[src/rtl/stof_pkg.sv]
package stof_pkg;

    // Dimensions that take part in the index split (innermost first)
    localparam int MAX_DIMS = 4;
    localparam int NUM_DIMS = 4;

    localparam int IDX_W    = 32;
    localparam int SIZE_W   = 16;
    localparam int STRIDE_W = 32;
    localparam int OFFSET_W = 50;
    localparam int PROD_W   = SIZE_W + STRIDE_W;
    localparam int PAIR_W   = PROD_W + 1;

    // Divider: restoring, BITS_PER_STAGE quotient bits per pipeline stage
    localparam int BITS_PER_STAGE = 4;
    localparam int STAGES_PER_DIV = IDX_W / BITS_PER_STAGE;
    localparam int NUM_DIVS       = NUM_DIMS - 1;
    localparam int DIV_STAGES     = NUM_DIVS * STAGES_PER_DIV;
    localparam int DIM_W          = 2;

    // Configuration port
    localparam int ADDR_W = 5;
    localparam int DATA_W = 32;

    localparam logic [2:0] REG_SIZE_INNER    = 3'd0;
    localparam logic [2:0] REG_SIZE_SECOND   = 3'd1;
    localparam logic [2:0] REG_SIZE_THIRD    = 3'd2;
    localparam logic [2:0] REG_SIZE_OUTER    = 3'd3;
    localparam logic [2:0] REG_STRIDE_INNER  = 3'd4;
    localparam logic [2:0] REG_STRIDE_SECOND = 3'd5;
    localparam logic [2:0] REG_STRIDE_THIRD  = 3'd6;
    localparam logic [2:0] REG_STRIDE_OUTER  = 3'd7;

    // Item travelling down the divider chain. work holds the dividend bits not yet
    // consumed at the top and the quotient bits produced so far at the bottom.
    typedef struct packed {
        logic [NUM_DIVS-1:0][SIZE_W-1:0] coord;
        logic [SIZE_W-1:0]               rem;
        logic [IDX_W-1:0]                work;
    } pipe_t;

    typedef struct packed {
        logic [SIZE_W-1:0] divisor;
        logic              finish;
        logic [DIM_W-1:0]  dim;
    } div_ctl_t;

    // Dimensions beyond MAX_DIMS behave as size 1
    function automatic logic [SIZE_W-1:0] eff_size(input int unsigned d,
                                                   input logic [SIZE_W-1:0] size);
        logic [SIZE_W-1:0] res;
        res = (d < MAX_DIMS) ? size : SIZE_W'(1);
        return res;
    endfunction

endpackage

[src/rtl/stof_div_stage.sv]
module stof_div_stage (
    input  logic                clk,
    input  logic                rst_n,
    input  logic                up_valid,
    output logic                up_ready,
    input  stof_pkg::pipe_t     up_data,
    input  stof_pkg::div_ctl_t  ctl,
    output logic                dn_valid,
    input  logic                dn_ready,
    output stof_pkg::pipe_t     dn_data
);
    import stof_pkg::*;

    pipe_t data_reg;
    pipe_t data_next;
    logic  valid_reg;

    always_comb
    begin
        logic [IDX_W-1:0]  work;
        logic [SIZE_W-1:0] rem;
        logic [SIZE_W:0]   trial;
        logic [SIZE_W:0]   divisor_ext;
        data_next   = up_data;
        work        = up_data.work;
        rem         = up_data.rem;
        divisor_ext = {1'b0, ctl.divisor};
        for (int i = 0; i < BITS_PER_STAGE; i++)
        begin
            trial = {rem, work[IDX_W-1]};
            work  = {work[IDX_W-2:0], 1'b0};
            if (trial >= divisor_ext)
            begin
                rem     = SIZE_W'(trial - divisor_ext);
                work[0] = 1'b1;
            end
            else
            begin
                rem = trial[SIZE_W-1:0];
            end
        end
        data_next.work = work;
        // last stage of a division: remainder is this dimension's coordinate
        if (ctl.finish)
        begin
            data_next.coord[ctl.dim] = rem;
            data_next.rem            = '0;
        end
        else
        begin
            data_next.rem = rem;
        end
    end

    assign up_ready = ~valid_reg | dn_ready;

    always_ff @(posedge clk or negedge rst_n)
    begin
        if (!rst_n)
        begin
            valid_reg <= 1'b0;
        end
        else if (up_ready)
        begin
            valid_reg <= up_valid;
        end
    end

    always_ff @(posedge clk)
    begin
        if (up_valid && up_ready)
        begin
            data_reg <= data_next;
        end
    end

    assign dn_valid = valid_reg;
    assign dn_data  = data_reg;

endmodule

[config.mk]
export PLATFORM = sky130hd
export DESIGN_NAME = stof_div_stage
export DESIGN_NICKNAME = d
export VERILOG_FILES = /design/src/rtl/stof_pkg.sv /design/src/rtl/stof_div_stage.sv
export SDC_FILE = /design/constraint.sdc
export NUM_CORES = 1
export LEC_CHECK = 0
export ABC_AREA = 1
export BUFFER_PORTS_ARGS = -buffer_cell sky130_fd_sc_hd__buf_2
export CORE_ASPECT_RATIO = 2
export CORE_UTILIZATION = 35
export DETAILED_ROUTE_END_ITERATION = 6
export PLACE_DENSITY = 0.55
export SYNTH_ARGS = -nofsm -noshare
export SYNTH_HDL_FRONTEND = slang
export SYNTH_SLANG_ARGS = --single-unit
export TNS_END_PERCENT = 50
[constraint.sdc]
create_clock -name clk -period 6.4 [get_ports clk]
set_input_delay 1.92 -clock clk [delete_from_list [all_inputs] [get_ports clk]]
set_output_delay 1.92 -clock clk [all_outputs]
set_load 0.02 [all_outputs]
==> flow_summary.yaml, run 1 <==
placed_design:
  post-place-ws_ns: -2.82
  place.gp.congestion: 0.917
  placed_cells: 1812
  dp_hpwl_mm: 24.3
  portBuffers: 216
critical_path:
  crit_top_cell: "nand2_2"
  worstSetupPathType: "in -> reg"
  cpPeakStageDelay_ns: 0.33
  start_kind: "input port"
  worstPathRequired_ns: 6.47
  crit_fanout: 10
  arrival_ns: 8.32
  cpMaxStageDelayCell: "a21oi_4"
  end_kind: "register"
cells_and_area:
  syn_to_final_growth_pct: 68.3
  fill_cells: 2113
  multiInputGateArea_sq_mm: 0.00603
  layout_commonest_cell: "buf_4"
  finalNetCount: 1777
  layout-drive-gt1-share_pct: 56.1
  final-seq-area_sq_mm: 0.00291
  layoutNonFillerInstCount: 1879
  most-common-layout-cells: "buf_4 (321), nand2_1 (217), buf_2 (214), inv_1 (124), edfxtp_1 (96)"
grt:
  grtUsageTotal_pct: 24.3
  grt-busiest-layer: "met2"
  grt_max_degree: 38
  met2_usage_pct: 52.0
  gr-usage-met3_pct: 2.04
  first_global_vias: 9403
  gr-usage-met1_pct: 18.5
  antenna_found_initial: 1
  grt_pass1_wl_mm: 45.5
  grt_overflow: 0
logic_synthesis:
  synth-seq-cells: 97
  synth.area.top_cells: "edfxtp_1 (35%), nand2_1 (12%), ha_1 (9.7%)"
  synthFlopType: "edfxtp_1"
  synth_edf_count: 96
  synthCells: 1040
  synth_nets: 1227
  synth_area_sq_mm: 0.00828
  seq_area_frac_synth_pct: 35.1
  synth_top_cell_by_area: "edfxtp_1"
  syn_area_per_cell_sq_um: 7.96
  synth_top_area_share_pct: 34.8
  synth-warning-count: 0
  async_flop_share_pct: 1.03
  synth.distinct_cells: 50
timing:
  slew_violations: 0
  finalCritPeriodShare_pct: 129
  rsz0062_at_grt: "true"
  fin_ws_ns: -1.85
  fin_crit_ns: 8.25
  tightest_slew_ns: 1.07
  max_slew_margin_pct: 28.6
  fmax_mhz: 121
  skew_ns: 0.00889
  fin_hold_ws_ns: 0.609
  timing.final.hold_violations: 0
  finalSetupViolCount: 66
status:
  status: "finished with violations"
  failed_checks: "negative setup slack"
power:
  ir_worst_vdd_uv: 451
  power_mw: 7.45
  p_leak_nw: 6.86
  pwr_density_cell_mw_per_mm2: 534
clock_tree:
  cts-buffers-inserted: 9
  cts.clk_slew.worst_paths_ns: 0.06
  insertion_delay_ns: 0.35
  cts.sinks: 97
  clockBufferDepth: 2
  h-tree-depth: 3
  tritoncts: "done"
  cts_root_buf: "clkbuf_16"
floorplanning:
  die_h_um: 220
  num_rows: 79
  pin_count: 217
  die_width_um: 111
  initial_core_util_pct: 35.7
  core-area_sq_mm: 0.0232
  fp.dieArea_sq_mm: 0.0243
route:
  wl_per_cell_um: 16.0
  drtIter0Drc: 329
  wirelength_mm: 30.0
  remaining_drc_errors: 0
  antenna_left: 0
  vias_per_cell: 4.78
  drt_first_pass_iters: 4
  vias: 8990
hold_path:
  hold_class: "reg -> reg"
run:
  maxCapViolCount: 0
-- path summary, 6_finish.rpt --
path                           from  slack, ns     endpoint  cells past startpoint
max                          ctl[9]      -1.85  dn_data[95]                     52
min                        dn_valid       0.61     dn_valid                      2
max reg2reg                dn_valid       4.38  dn_data[50]                      2
min reg2reg                dn_valid       0.61     dn_valid                      2
max in group asynchronous     rst_n       4.99     dn_valid                      1
min in group asynchronous     rst_n       1.33     dn_valid                      1
-- kinds of logic after synthesis --
family	count (synthesis)	synth area share (%)
compound gates	117	8.20
xor+xnor	48	5.08
fa+ha+maj	68	10.6
buf+inv	171	8.40
flops	97	35.1
simple gates	539	32.6
-- through the flow --
stage               TNS [ns]  area (sq um)  utilization, %
global placement     -178.20         12200            52.3
detailed placement   -178.12         12200            52.3
global route         -138.47         13900            60.0
finish               -114.90         13900            60.0
CTS                  -118.56         13200            57.0
floorplan            -113.32          8650               -
-- timing repair --
action	4_1_cts	5_1_grt
endpoints found under the hold margin	0	0
gates cloned	4	0
buffers inserted	31	16
setup endpoints to repair	66	66
resized for setup	117	116
hold buffers	0	0
pin swaps	60	73
-- report_power, final --
group | leakage (nW) | internal [mW] | switching, mW
sequential | 0.926 | 0.882 | 0.0241
combinational | 5.80 | 2.81 | 3.20
clock | 0.134 | 0.303 | 0.225
total | 6.86 | 4.00 | 3.45
-- flip-flops by register name, indices dropped and copies added, names as in the netlist --
| signal | flops |
|---|---|
| dn_valid | 1 |
| dn_data | 96 |
-- metal layers --
layer	wire length (um)	vias to the layer above
li1	-	4533
met1	8700	4091
met2	17900	255
met3	837	111
met4	2620	0
met5	0	-
-- final cells by class --
cell class | count | share of cell area, %
repair inverters | 1 | 0.0449
inverters | 148 | 4.17
well taps | 283 | 2.54
multi-input cells | 775 | 43.3
diodes | 1 | 0.0180
repair buffers | 558 | 27.1
clock inverters | 3 | 0.305
clock buffers | 13 | 1.72
flip-flops and latches | 97 | 20.9
-- synthesized netlist by cell type (3+ instances only) --
library cell,number
buf_2,6
fa_1,4
xor2_1,30
nor2_1,34
nand2_8,3
inv_1,138
nand3b_1,5
or2_2,46
edfxtp_1,96
o21bai_1,3
a21oi_1,62
nand2_2,11
nand2_1,271
nand3_2,15
inv_2,9
clkbuf_1,10
ha_1,64
a21o_1,3
nor3_1,8
nand2_4,14
a31oi_1,5
xnor2_1,18
a21oi_2,5
nand4_1,11
nand3_1,110
o21ai_0,24
-- worst max-delay path, delay by kind of cell --
| family | cells | cell delay, ns |
|---|---|---|
| AOI/OAI and AO/OA | 11 | 1.59 |
| adders and majority gates | 4 | 1.06 |
| buffers and inverters | 8 | 0.94 |
| and+or+nand+nor | 29 | 2.74 |
Note: power is estimated with default switching activity, not from simulation.
==> run 2: changes to the inputs <==
BUFFER_PORTS_ARGS = -buffer_cell sky130_fd_sc_hd__clkbuf_2   (was -buffer_cell sky130_fd_sc_hd__buf_2)
CORE_MARGIN = 2   (was not set)
==> run 2 against run 1 <==
  * The flow still finishes with violations (negative setup slack)
  * Worst hold slack worse by 0.027 ns
  * Routed wire length up 4.2%
  * Highest routed layer unchanged
  * Non-clock buffer count up 16
  * Largest cell class unchanged
  * Critical path depth fell by 2
  * Sequential share of layout area decreased by 0.94 points
  * Power rose by 13%
  * Design area grew 4.7%
  * Cell count rose by 0.85%
  * Largest power group unchanged
  * Clock-buffer cell count down 3
  * Global-route usage is 0.11 points lower
  * Clock power rose by 9.5%
==> flow_summary.yaml, run 2 (synthesized netlist as in run 1, its figures left out) <==
timing:
  tightest_slew_ns: 0.992
  rsz0062_at_grt: "true"
  timing.final.hold_violations: 0
  fin_hold_ws_ns: 0.583
  fin_crit_ns: 8.19
  fmax_mhz: 122
  tns_ns: -111.25
  fin_ws_ns: -1.79
  finalSetupViolCount: 66
  slew_violations: 0
  finalCritPeriodShare_pct: 128
  max_slew_margin_pct: 33.8
  skew_ns: 0.00530
cells_and_area:
  syn_to_final_growth_pct: 76.3
  num_antenna_cells: 0
  most-common-layout-cells: "buf_4 (330), clkbuf_2 (214), nand2_1 (189), inv_1 (127), edfxtp_1 (96)"
  layout_commonest_cell: "buf_4"
  layout-drive-gt1-share_pct: 59.9
  largest_reg_flops: 96
  finalNetCount: 1794
floorplanning:
  initial_core_util_pct: 35.7
  die_h_um: 222
  pin_count: 217
  num_rows: 79
  fp.dieArea_sq_mm: 0.0250
  die_width_um: 113
  core-area_sq_mm: 0.0232
critical_path:
  cpMaxStageDelayCell: "ha_4"
  end_kind: "register"
  crit_top_cell: "nand2_2"
  arrival_ns: 8.38
  start_kind: "input port"
  worstSetupPathType: "in -> reg"
  cpPeakStageDelay_ns: 0.26
  crit_fanout: 7
  worstPathRequired_ns: 6.59
route:
  routed-wl-met2_mm: 18.6
  vias_per_cell: 4.84
  antenna_left: 0
  remaining_drc_errors: 0
  drt_first_pass_iters: 5
  maxUsedRoutingLayer: "met4"
  wl_met3_um: 967
  wl_per_cell_um: 16.5
  drtIter0Drc: 485
  wirelength_mm: 31.3
  m1WireLength_mm: 8.99
  vias: 9181
clock_tree:
  clockBufferDepth: 2
  cts.clk_slew.worst_paths_ns: 0.07
  insertion_delay_ns: 0.35
  tritoncts: "done"
  cts_root_buf: "clkbuf_16"
  cts.sinks: 97
  cts-buffers-inserted: 9
  cts_hold_buffers: 0
  h-tree-depth: 3
placed_design:
  portBuffers: 216
  place.gp.congestion: 0.892
  post-place-ws_ns: -2.77
  dp_hpwl_mm: 24.7
grt:
  antenna_found_initial: 0
  grt_max_degree: 56
  grt_pass1_wl_mm: 47.0
  first_global_vias: 9443
  grtUsageTotal_pct: 24.2
  grt_overflow: 0
power:
  p_leak_nw: 7.07
  pwr_density_cell_mw_per_mm2: 578
  power_mw: 8.44
  ir_worst_vdd_uv: 374
status:
  failed_checks: "negative setup slack"
  status: "finished with violations"
hold_path:
  hold_class: "reg -> reg"
run:
  maxCapViolCount: 0
[run 2: layout make-up]
type / instances / area [sq um]
clock buffers: 10 / 229
clock inverters: 6 / 87.6
fillers: 1951 / 8630
inverters: 148 / 589
multi-input cells: 775 / 6450
flip-flops and latches: 97 / 2910
well taps: 283 / 354
repair buffers: 574 / 3960
repair inverters: 2 / 27.5
[run 2: power by group]
part / leakage [nW] / switching, mW / total, mW / internal, mW
sequential: 0.926 / 0.0310 / 0.914 / 0.883
combinational: 5.99 / 3.61 / 6.95 / 3.34
clock: 0.157 / 0.234 / 0.578 / 0.344
total: 7.07 / 3.87 / 8.44 / 4.57
[run 2: per-stage QoR]
| step | instance area (sq um) | instances | util (%) |
|---|---|---|---|
| 4_1_cts | 13900 | 1869 | 59.8 |
| 6_report | 14600 | 1895 | 62.8 |
| 3_3_place_gp | 12100 | 1805 | 52.2 |
| 2_1_floorplan | 8650 | 1040 | - |
| 5_1_grt | 14600 | 1895 | 62.8 |
| 3_5_place_dp | 12100 | 1805 | 52.2 |
[run 2: final timing paths]
kind | start | endpoint | slack [ns] | cells after the start
max | ctl[9] | dn_data[32] | -1.79 | 50
min | dn_valid | dn_valid | 0.58 | 2
min in group asynchronous | rst_n | dn_valid | 1.33 | 1
min reg2reg | dn_valid | dn_valid | 0.58 | 2
max in group asynchronous | rst_n | dn_valid | 4.98 | 1
max reg2reg | dn_valid | dn_data[52] | 4.85 | 2
[run 2: repair_timing]
item,CTS,global route
buffers inserted,44,26
pin swaps,87,93
setup endpoints to repair,66,66
endpoints found under the hold margin,0,0
resized for setup,211,103
cloned,6,0
[run 2: worst max-delay path, delay by kind of cell]
family,cells,cell delay (ns)
AOI/OAI and AO/OA,11,1.67
adders and majority gates,4,0.99
buffers and inverters,12,1.54
and+or+nand+nor,23,2.24
[run 2: metal layers]
layer,vias to the layer above,track usage (%)
li1,4584,-
met4,0,18.5
met3,99,1.64
met5,-,0
met1,4235,19.1
met2,263,51.1
==> run 3: changes to the inputs <==
ABC_AREA = not set   (was 1)
HOLD_SLACK_MARGIN = 0.15   (was not set)
PLACE_DENSITY = 0.56   (was 0.55)
==> run 3 against run 2 <==
  * Sequential power increased by 2%
  * Combinational power fell by 8.8%
  * Worst hold slack got worse by 0.039 ns
  * Highest routed layer unchanged
  * Die area decreased by 8.8%
  * Clock-buffer cell count shrank 1
  * Synthesized area is 9.0% lower
  * Setup slack worse by 1.7 ns
  * Via count is 15% lower
  * Synthesized cell count is 28% lower
  * The run still ends with negative setup slack left
==> flow_summary.yaml, run 3 <==
cells_and_area:
  most-common-layout-cells: "buf_4 (295), clkbuf_2 (214), edfxtp_1 (96), nand2_1 (83), a21oi_1 (41)"
  final_util_pct: 59.3
  final_area_sq_mm: 0.0126
  layout-drive-gt1-share_pct: 58.0
  largest_reg_flops: 96
  num_antenna_cells: 0
  finalNetCount: 1460
  layout_commonest_cell: "buf_4"
  syn_to_final_growth_pct: 67.6
  fill_cells: 1889
  layoutNonFillerInstCount: 1551
floorplanning:
  num_rows: 76
  die_h_um: 212
  fp.dieArea_sq_mm: 0.0228
  die_width_um: 108
  pin_count: 217
  core-area_sq_mm: 0.0213
  initial_core_util_pct: 35.4
critical_path:
  worstPathRequired_ns: 6.46
  worstSetupPathType: "in -> reg"
  crit_top_cell: "ha_4"
  crit_fanout: 5
  cpPeakStageDelay_ns: 0.42
  start_kind: "input port"
  arrival_ns: 9.95
  end_kind: "register"
  cpMaxStageDelayCell: "or4_4"
logic_synthesis:
  synth_edf_count: 96
  async_flop_share_pct: 1.03
  synth_nets: 934
  synth.area.top_cells: "edfxtp_1 (38%), ha_1 (11%), nand2_1 (4.2%)"
  synth_top_cell_by_area: "edfxtp_1"
  synth.most_common_cell: "edfxtp_1"
  synth.distinct_cells: 77
  synth_common_cells: "edfxtp_1 (96), nand2_1 (85), ha_1 (64)"
  seq_area_frac_synth_pct: 38.6
  synth-warning-count: 0
  synth_top_area_share_pct: 38.2
  synthCells: 747
  synth-seq-cells: 97
  syn_area_per_cell_sq_um: 10.1
  synthFlopType: "edfxtp_1"
  synth_area_sq_mm: 0.00754
power:
  net-switching-power_mw: 3.40
  pwr_density_cell_mw_per_mm2: 616
  internal_power_mw: 4.39
  power_mw: 7.79
  pwr-share-seq_pct: 11.9
  p_leak_nw: 5.80
  ir_worst_vdd_uv: 455
  switching_share_pct: 43.7
  comb_power_share_pct: 81.4
  pwr-share-clk_pct: 6.7
timing:
  fmax_mhz: 101
  rsz0062_at_grt: "true"
  skew_ns: 0.0115
  fin_crit_ns: 9.89
  tightest_slew_ns: 1.07
  finalSetupViolCount: 66
  max_slew_margin_pct: 28.5
  fin_ws_ns: -3.49
  finalCritPeriodShare_pct: 155
  slew_violations: 0
  timing.final.hold_violations: 0
clock_tree:
  cts-buffers-inserted: 9
  cts.sinks: 97
  cts.clk_slew.worst_paths_ns: 0.07
  insertion_delay_ns: 0.35
  cts_root_buf: "clkbuf_16"
  cts_hold_buffers: 0
  tritoncts: "done"
  h-tree-depth: 3
  clockBufferDepth: 2
route:
  maxUsedRoutingLayer: "met4"
  drt_first_pass_iters: 5
  wl_per_cell_um: 17.0
  routed-wl-met2_mm: 14.1
  wl_met3_mm: 1.18
  vias_per_cell: 5.01
  drtIter0Drc: 276
  m1WireLength_mm: 10.4
  wirelength_mm: 26.4
  remaining_drc_errors: 0
  antenna_left: 0
  vias: 7778
hold_path:
  hold_class: "reg -> reg"
placed_design:
  placed_area_sq_mm: 0.0112
  portBuffers: 216
  dp_hpwl_mm: 20.9
  post-place-ws_ns: -4.16
  placed_cells: 1491
  place.gp.congestion: 0.956
grt:
  first_global_vias: 7864
  grt_pass1_wl_mm: 40.9
  grt_overflow: 0
  grt_max_degree: 62
  antenna_found_initial: 0
  grtUsageTotal_pct: 22.8
status:
  status: "finished with violations"
  failed_checks: "negative setup slack"
run:
  maxCapViolCount: 0
run 3: cell types whose count changed after synthesis, moves of 12 or more:
cell / before / now
inv_1: 138 / 44
mux2_2: 0 / 17
nand2_1: 271 / 85
nand2_4: 14 / 1
nand2b_1: 0 / 17
nand3_1: 110 / 16
nand3_2: 15 / 0
nor2b_1: 0 / 12
o21ai_1: 2 / 30
o221ai_1: 0 / 18
or2_2: 46 / 6
xnor2_1: 18 / 32
xor2_1: 30 / 15
run 3: stage by stage:
step | TNS, ns | hold WS [ns]
floorplan | -249.18 | 0.783
global placement | -247.20 | 0.509
detailed placement | -260.84 | 0.527
CTS | -220.84 | 0.547
global route | -243.76 | 0.590
finish | -219.75 | 0.544
run 3: critical path: cells and delay by family:
kind / cells / cell delay, ns
compound gates: 18 / 2.89
xor+xnor: 1 / 0.19
fa+ha+maj: 4 / 0.91
buf+inv: 8 / 1.05
mux: 3 / 0.79
simple gates: 9 / 2.20
run 3: kinds of logic (layout without fill, tap and decap cells):
logic type                 count (synthesis)  after routing  share of synthesized area, %
xor gates and xnor gates                  47             47                          5.46
DFF                                       97             97                          38.6
muxes                                     33             33                          5.53
AOI/OAI and AO/OA                        212            212                          20.0
and+or+nand+nor                          221            221                          14.6
adders and majority gates                 68             68                          11.7
buffers and inverters                     69            600                          4.12
run 3: cell type report:
cell class / instances / area [sq um] / share of cell area, %
Timing Repair Buffer: 535 / 3610 / 28.6
Clock inverter: 7 / 61.3 / 0.485
Sequential cell: 97 / 2910 / 23.0
Clock buffer: 9 / 225 / 1.78
Timing Repair inverter: 2 / 18.8 / 0.149
Multi-Input combinational cell: 581 / 5270 / 41.7
Inverter: 47 / 199 / 1.57
Tap cell: 273 / 342 / 2.70
run 3: power groups by stage:
stage	clock (mW)	sequential, mW	combinational [mW]
2_1_floorplan	0	1.09	2.78
5_1_grt	0.555	0.937	6.82
6_report	0.522	0.928	6.34
3_5_place_dp	0	0.943	5.05
3_3_place_gp	0	0.939	5.02
4_1_cts	0.533	0.929	5.86
run 3: path summary, 6_finish.rpt:
kind	startpoint	endpoint	slack, ns	cells past startpoint
max	ctl[9]	dn_data[78]	-3.49	43
min	dn_valid	dn_valid	0.54	2
max reg2reg	dn_valid	dn_data[40]	4.25	3
min reg2reg	dn_valid	dn_valid	0.54	2
max in group asynchronous	rst_n	dn_valid	4.99	1
min in group asynchronous	rst_n	dn_valid	1.33	1
run 3: what timing repair did:
action,CTS,global route
setup buffers,31,12
endpoints found under the setup margin,66,66
cloned,3,0
pin swaps,45,32
gates resized for setup,96,57
run 3: layer usage:
metal | GRT usage (%) | vias up
met3 | 3.02 | 47
li1 | - | 3844
met1 | 27.1 | 3666
met2 | 42.2 | 221
met4 | 6.41 | 0
met5 | 0 | -
